$ cat config.mk
export PLATFORM = sky130hd
export DESIGN_NAME = tspb_div
export DESIGN_NICKNAME = d
export VERILOG_FILES = /design/src/hdl/toggle_speaker_to_pcm_buffer_macros.svh /design/src/hdl/tspb_pkg.sv /design/src/hdl/tspb_div.sv
export SDC_FILE = /design/constraint.sdc
export NUM_CORES = 1
export LEC_CHECK = 0
export BUFFER_PORTS_ARGS = -buffer_cell sky130_fd_sc_hd__buf_4
export CAP_MARGIN = 10
export CORE_MARGIN = 2
export CORE_UTILIZATION = 49
export DETAILED_ROUTE_END_ITERATION = 8
export GPL_ROUTABILITY_DRIVEN = 0
export MAX_ROUTING_LAYER = met4
export PLACE_DENSITY = 0.74
export SLEW_MARGIN = 20
export SYNTH_ARGS = -nofsm -noshare
export SYNTH_HDL_FRONTEND = slang
export SYNTH_SLANG_ARGS = --single-unit
$ cat constraint.sdc
create_clock -name clk_i -period 2.7 [get_ports clk_i]
set_input_delay 0.135 -clock clk_i [delete_from_list [all_inputs] [get_ports clk_i]]
set_output_delay 0.135 -clock clk_i [all_outputs]
set_load 0.005 [all_outputs]
$ cat src/hdl/toggle_speaker_to_pcm_buffer_macros.svh
// Assertion macros for the speaker toggle to PCM buffer.
`ifndef TOGGLE_SPEAKER_TO_PCM_BUFFER_MACROS_SVH
`define TOGGLE_SPEAKER_TO_PCM_BUFFER_MACROS_SVH

// Same-cycle implication, checked out of reset.
`define TSPB_ASSERT_IMP(lbl, ante, cons, msg) \
  lbl: assert property (@(posedge clk_i) disable iff (!rst_ni) (ante) |-> (cons)) \
    else $error(msg);

// Next-cycle implication, checked out of reset.
`define TSPB_ASSERT_NXT(lbl, ante, cons, msg) \
  lbl: assert property (@(posedge clk_i) disable iff (!rst_ni) (ante) |=> (cons)) \
    else $error(msg);

`endif

$ cat src/hdl/tspb_pkg.sv
// Shared constants and types for the speaker toggle to PCM buffer.
`timescale 1ns / 1ps
package tspb_pkg;

  localparam int BufferDepth  = 4096;
  localparam int FractionBits = 15;
  localparam int AddrW        = $clog2(BufferDepth);
  localparam int CntW         = AddrW + 1;
  localparam int DataW        = 16;
  localparam int CycleW       = 32;
  localparam int ProdW        = CycleW + DataW;
  localparam int LeftW        = FractionBits + 1;
  localparam int CorrProdW    = DataW + LeftW;
  localparam int OneFrac      = 1 << FractionBits;
  localparam int CfgIdxW      = 1;

  // Configuration register indexes
  localparam logic [CfgIdxW-1:0] CfgStep = 1'd0;
  localparam logic [CfgIdxW-1:0] CfgAmp  = 1'd1;

  localparam logic [DataW-1:0] StepReset = 16'd1445;
  localparam logic [DataW-1:0] AmpReset  = 16'd16384;

  typedef enum logic [1:0] {
    ModeToggle = 2'd0,
    ModeFlush  = 2'd1,
    ModeRead   = 2'd2,
    ModeResync = 2'd3
  } mode_e;

endpackage

$ cat src/hdl/tspb_div.sv
// Bit-serial restoring divider: amplitude over ramp length.
`timescale 1ns / 1ps
module tspb_div (
  input  logic                       clk_i,
  input  logic                       rst_ni,
  input  logic                       start_i,
  input  logic [tspb_pkg::DataW-1:0] dividend_i,
  input  logic [tspb_pkg::AddrW-1:0] divisor_i,
  output logic                       done_o,
  output logic [tspb_pkg::DataW-1:0] quotient_o,
  output logic [tspb_pkg::AddrW-1:0] remainder_o
);

  localparam int StepW = $clog2(tspb_pkg::DataW + 1);

  logic                       busy_q;
  logic                       done_q;
  logic [StepW-1:0]           step_q;
  logic [tspb_pkg::DataW-1:0] dvd_q;
  logic [tspb_pkg::AddrW-1:0] dvs_q;
  logic [tspb_pkg::AddrW-1:0] rem_q;

  logic [tspb_pkg::AddrW:0]   trial;
  logic                       fits;

  // One quotient bit per cycle
  assign trial = {rem_q, dvd_q[tspb_pkg::DataW-1]};
  assign fits  = trial >= {1'b0, dvs_q};

  // Control
  always_ff @(posedge clk_i or negedge rst_ni) begin
    if (!rst_ni) begin
      busy_q <= 1'b0;
      done_q <= 1'b0;
      step_q <= '0;
    end else begin
      done_q <= 1'b0;
      if (start_i) begin
        busy_q <= 1'b1;
        step_q <= '0;
      end else if (busy_q) begin
        step_q <= step_q + StepW'(1);
        if (step_q == StepW'(tspb_pkg::DataW - 1)) begin
          busy_q <= 1'b0;
          done_q <= 1'b1;
        end
      end
    end
  end

  // Datapath
  always_ff @(posedge clk_i) begin
    if (start_i) begin
      dvd_q <= dividend_i;
      dvs_q <= divisor_i;
      rem_q <= '0;
    end else if (busy_q) begin
      dvd_q <= {dvd_q[tspb_pkg::DataW-2:0], fits};
      rem_q <= fits ? tspb_pkg::AddrW'(trial - {1'b0, dvs_q}) : trial[tspb_pkg::AddrW-1:0];
    end
  end

  assign done_o      = done_q;
  assign quotient_o  = dvd_q;
  assign remainder_o = rem_q;

endmodule

Word level (Yosys, flattened, before mapping)
Index checks and enable logic that the tools add are counted.

Magnitude comparators: 1. $add $sub $neg: 2. Equality and inequality tests: 1. Muxes and demuxes: 11. Reductions and logical operators: 1.

Operators by type and width (number): $mux 16 (2); $ge 13x12->1 (1); $mux 12 (1); $sub 12x12->12 (1); $mux 5 (2); $mux 1 (6); $add 5x1->5 const B (1); $eq 5x4->1 const B (1); $reduce_bool 2->1 (1).

Output and inout bits: 29. Word-level logic and storage cells: 22. Register bits after elaboration: 47.

Logic depth before layout (Yosys ltp)
Word-level depth: 4. Mapped depth: 9.

Worst setup path before layout
Ideal clock, no wire load.

Kind: flip-flop to flip-flop. Start: register dvd_q, in the netlist quotient_o[15]. End: register rem_q, in the netlist remainder_o[10]. Slack: 0.462 ns. Buffers on the path: 0. Arrival time: 2.147 ns. Required time: 2.609 ns. Setup time: 0.091 ns. Cell stages (with the launch flop): 10. Cells stage by stage: edfxtp_1 inv_1 ha_1 fa_1 nor2b_1 o21bai_1 a21o_1 a2111oi_0 o31ai_1 a311oi_1.

Cells in the longest elaborated chain, start to end: 2.

Ends and longest elaborated chain: start, declared (line tspb_div.sv:19) `logic [tspb_pkg::DataW-1:0] dvd_q;`; start signal, assigned (line tspb_div.sv:54) `dvd_q <= dividend_i;`; start signal, assigned (line tspb_div.sv:58) `dvd_q <= {dvd_q[tspb_pkg::DataW-2:0], fits};`; $sub 12x12->12 / $ge 13x12->1 (equally long branches) (line tspb_div.sv:59, tspb_div.sv:28); $mux 12 * (line tspb_div.sv:59) `rem_q <= fits ? tspb_pkg::AddrW'(trial - {1'b0, dvs_q}) : trial[tspb_pkg::AddrW-1:0];`; end signal, assigned (line tspb_div.sv:59); end, declared (line tspb_div.sv:21) `logic [tspb_pkg::AddrW-1:0] rem_q;`.

Mark *: on every way between the ends. The rest lies on a longest branch, timed or not. A chain may end at the register's enable or synchronous reset.

Worst setup path after layout
Start: register rem_q, in the netlist remainder_o[5]. End: register rem_q, in the netlist remainder_o[5].

Cells in the longest elaborated chain, start to end: 2.

Ends and longest elaborated chain: $ge 13x12->1 (line tspb_div.sv:28) `assign fits = trial >= {1'b0, dvs_q};`; $mux 12 (line tspb_div.sv:59).

Every way passes these cells.

==> results_dict.tcl <==
set metrics [dict create \
    nNetsFinal 354 \
    rsz0062_at_grt "false" \
    crit_required_ns 2.92 \
    crit_arrival_ns 2.68 \
    synth_area_leaders "edfxtp_1, dfxtp_1, mux2_2" \
    reg2reg_to "remainder_o[5]$_SDFFE_PP0P_" \
    tightest_slew_ns 0.682 \
    clock_path_buffers 2 \
    cp_top_family "compound AO/OA/AOI/OAI gates" \
    ir_drop_v 0.000442 \
    pwr-share-clk_pct 15.8 \
    synth_nets 278 \
    synth-edff-count 28 \
    timing.final.crit_share_pct 91.4 \
    hold_slack_ns 0.132 \
    fp.dieArea_um2 5740 \
    syn_area_per_cell_um2 10.9 \
    fin_tns_setup_ns 0 \
    grtUsageTotal_pct 21.3 \
    grt_pass1_vias 1860 \
    area_growth_pct 29.9 \
    start_kind "register" \
    core_um2 5040 \
    cts.sinks 47 \
    synth_ff_type "edfxtp_1" \
    synth_seq_area_share_pct 49.8 \
    cts-root-buf "clkbuf_8" \
    start_util_pct 50.0 \
    via_per_inst 5.41 \
    worstHoldPathType "in -> reg" \
    yosysTopAreaCellShare_pct 33.3 \
    yosysWarnings 0 \
    cap_violations 0 \
    critPathBufInv 0 \
    clkTransAtPathRegs_ns 0.09 \
    post-route-drc-count 0 \
    grt_overflow 0 \
    power_leakage_uw 0.00145 \
    rr_worst_depth 7 \
    postRouteAntennaNets 0 \
    drtPass1Iterations 5 \
    netlist_instances 232 \
    fin_cells 379 \
    hold_viol_final 0 \
    fin_skew_ns 0.00496 \
    synth.most_common_cell "edfxtp_1" \
    finalWirelength_um 5510 \
    fin_crit_ns 2.47 \
    relSlewSlack_pct 54.4 \
    grt_max_degree 30 \
    fmax_mhz 405 \
    n_fill_cell 414 \
    antenna_cells 0 \
    cts_setup_buffers 0 \
    drv_slew 0 \
    crit_path_end_kind "register" \
    rows 26 \
    cts-buffers-inserted 5 \
    reg2reg_slack_ns 0.23 \
    ys_top_cells_by_count "edfxtp_1, nand2_1, nor2_1, inv_1, mux2_2" \
    synthArstFlopShare_pct 14.9 \
    p_switching_uw 1020 \
    worst-path-stages 7 \
    clock_latency_ns 0.30 \
    power_frac_seq_pct 38.5 \
    htree_num_levels 2 \
    power-per-cell-area_nw_per_um2 827 \
    rr_startpoint "remainder_o[5]$_SDFFE_PP0P_" \
    final_layout_size_suffix_gt1_share_pct 29.1 \
    worstSetupEndpoint "remainder_o[5]$_SDFFE_PP0P_" \
    io_pins 60 \
    worstPathCellList "ha_1 > a21oi_1 > o21ai_1 > a41oi_1 > and2_4 > or3_1 > a311oi_2" \
    vias 2050 \
    antenna_found_initial 0 \
    internal_power_uw 1680 \
    wl_per_cell_um 14.5 \
    swShare_pct 37.8 \
    slowest_delay_ns 0.41 \
    grt_pass1_wl_um 8760 \
    die_x_um 75.7 \
    status "complete, no violations" \
    cts_tree "built" \
    die_h_um 75.7 \
    startpoint "remainder_o[5]$_SDFFE_PP0P_" \
    synth_cell_types 47 \
    setup_viol 0 \
    p_comb_share_pct 45.7 \
    cp_max_fo 13 \
    yosys.area.top_type "edfxtp_1" \
    synthesis.area_um2 2520 \
    critPathKind "reg -> reg" \
    first_iter_violations 135 \
    ys_ff_latch 47 \
    dp_hpwl_um 4060 \
    port_buffers 59 \
    slowest_stage "ha_1" \
    place_inst 358 \
]
kinds of logic after synthesis:
kind of cell | Yosys count | share of synthesized area, %
fa+ha+maj | 15 | 7.74
flops | 47 | 49.8
buf+inv | 26 | 3.92
xor+xnor | 7 | 2.43
compound gates | 53 | 16.0
simple gates | 66 | 12.2
mux | 18 | 7.94
worst reg2reg max path, stage by stage (launching register included):
cell      delay (ns)
dfxtp_1         0.34
ha_1            0.41
a21oi_1         0.14
o21ai_1         0.27
a41oi_1         0.28
and2_4          0.27
or3_1           0.40
a311oi_2        0.26
timing repair:
item	in CTS	in global routing
resized for setup	0	1
endpoints found under the setup margin	0	1
hold endpoints to repair	12	7
hold buffers	6	7
cell usage in the layout (no fill, tap or decap), drive strengths merged, types with 11 or more instances in the layout:
master,netlist,routed
mux2,16,16
edfxtp,28,28
ha,14,14
nor2,20,20
buf,4,63
nand2,20,20
dfxtp,12,12
a21oi,11,11
dlygate4sd3,0,13
inv,19,20
layer usage:
layer  global-route usage (%)  up-vias  part of all wire [%]  wire length, µm
met5                        -        -                     0                0
met4                     4.09        0                  0.87               48
met3                     4.37        5                   3.7              203
met2                     33.6       46                    48             2660
met1                     28.7      986                    47             2600
li1                         -     1013                     -                -
final cells by class:
class	instances	area (µm²)	area share, %
Sequential cell	47	1260	38.4
Multi-Input combinational cell	159	1170	35.7
Timing Repair Buffer	76	603	18.4
Tap cell	70	87.6	2.67
Clock buffer	6	72.6	2.22
Inverter	19	71.3	2.18
Clock inverter	2	16.3	0.497
metrics by stage:
step	util [%]	total power, µW	cell area, µm²	setup slack [ns]
floorplan	-	1800	2520	0.462
global placement	60.6	2240	3050	0.347
detailed placement	60.6	2260	3050	0.304
CTS	63.5	2690	3200	0.275
global route	64.9	2910	3270	0.00462
finish	64.9	2710	3270	0.232
sequential cells by signal, indices dropped and copies added, names as in the netlist:
| name | count |
|---|---|
| busy_q | 1 |
| dvs_q | 12 |
| quotient_o | 16 |
| step_q | 5 |
| remainder_o | 12 |
| done_o | 1 |
worst min-delay path by stage:
stage | start | endpoint | slack [ns] | cells after the start
after floorplan | rst_ni | busy_q$_DFF_PN0_ | -0.16 | 0
after global placement | rst_ni | step_q[0]$_DFFE_PN0P_ | -0.05 | 1
after detailed placement | rst_ni | step_q[0]$_DFFE_PN0P_ | -0.05 | 1
after CTS | divisor_i[6] | dvs_q[6]$_DFFE_PP_ | 0.00007 | 1
after global routing | dividend_i[3] | quotient_o[3]$_DFFE_PP_ | 0.12 | 2
final | dividend_i[10] | quotient_o[10]$_DFFE_PP_ | 0.13 | 2
power groups by stage:
stage	logic, µW	clock network [µW]	registers [µW]
global placement	1190	0	1050
global route	1380	461	1060
floorplan	781	0	1020
CTS	1220	432	1040
detailed placement	1200	0	1050
finish	1240	428	1040
No activity file was read; power rests on OpenSTA's default activity.
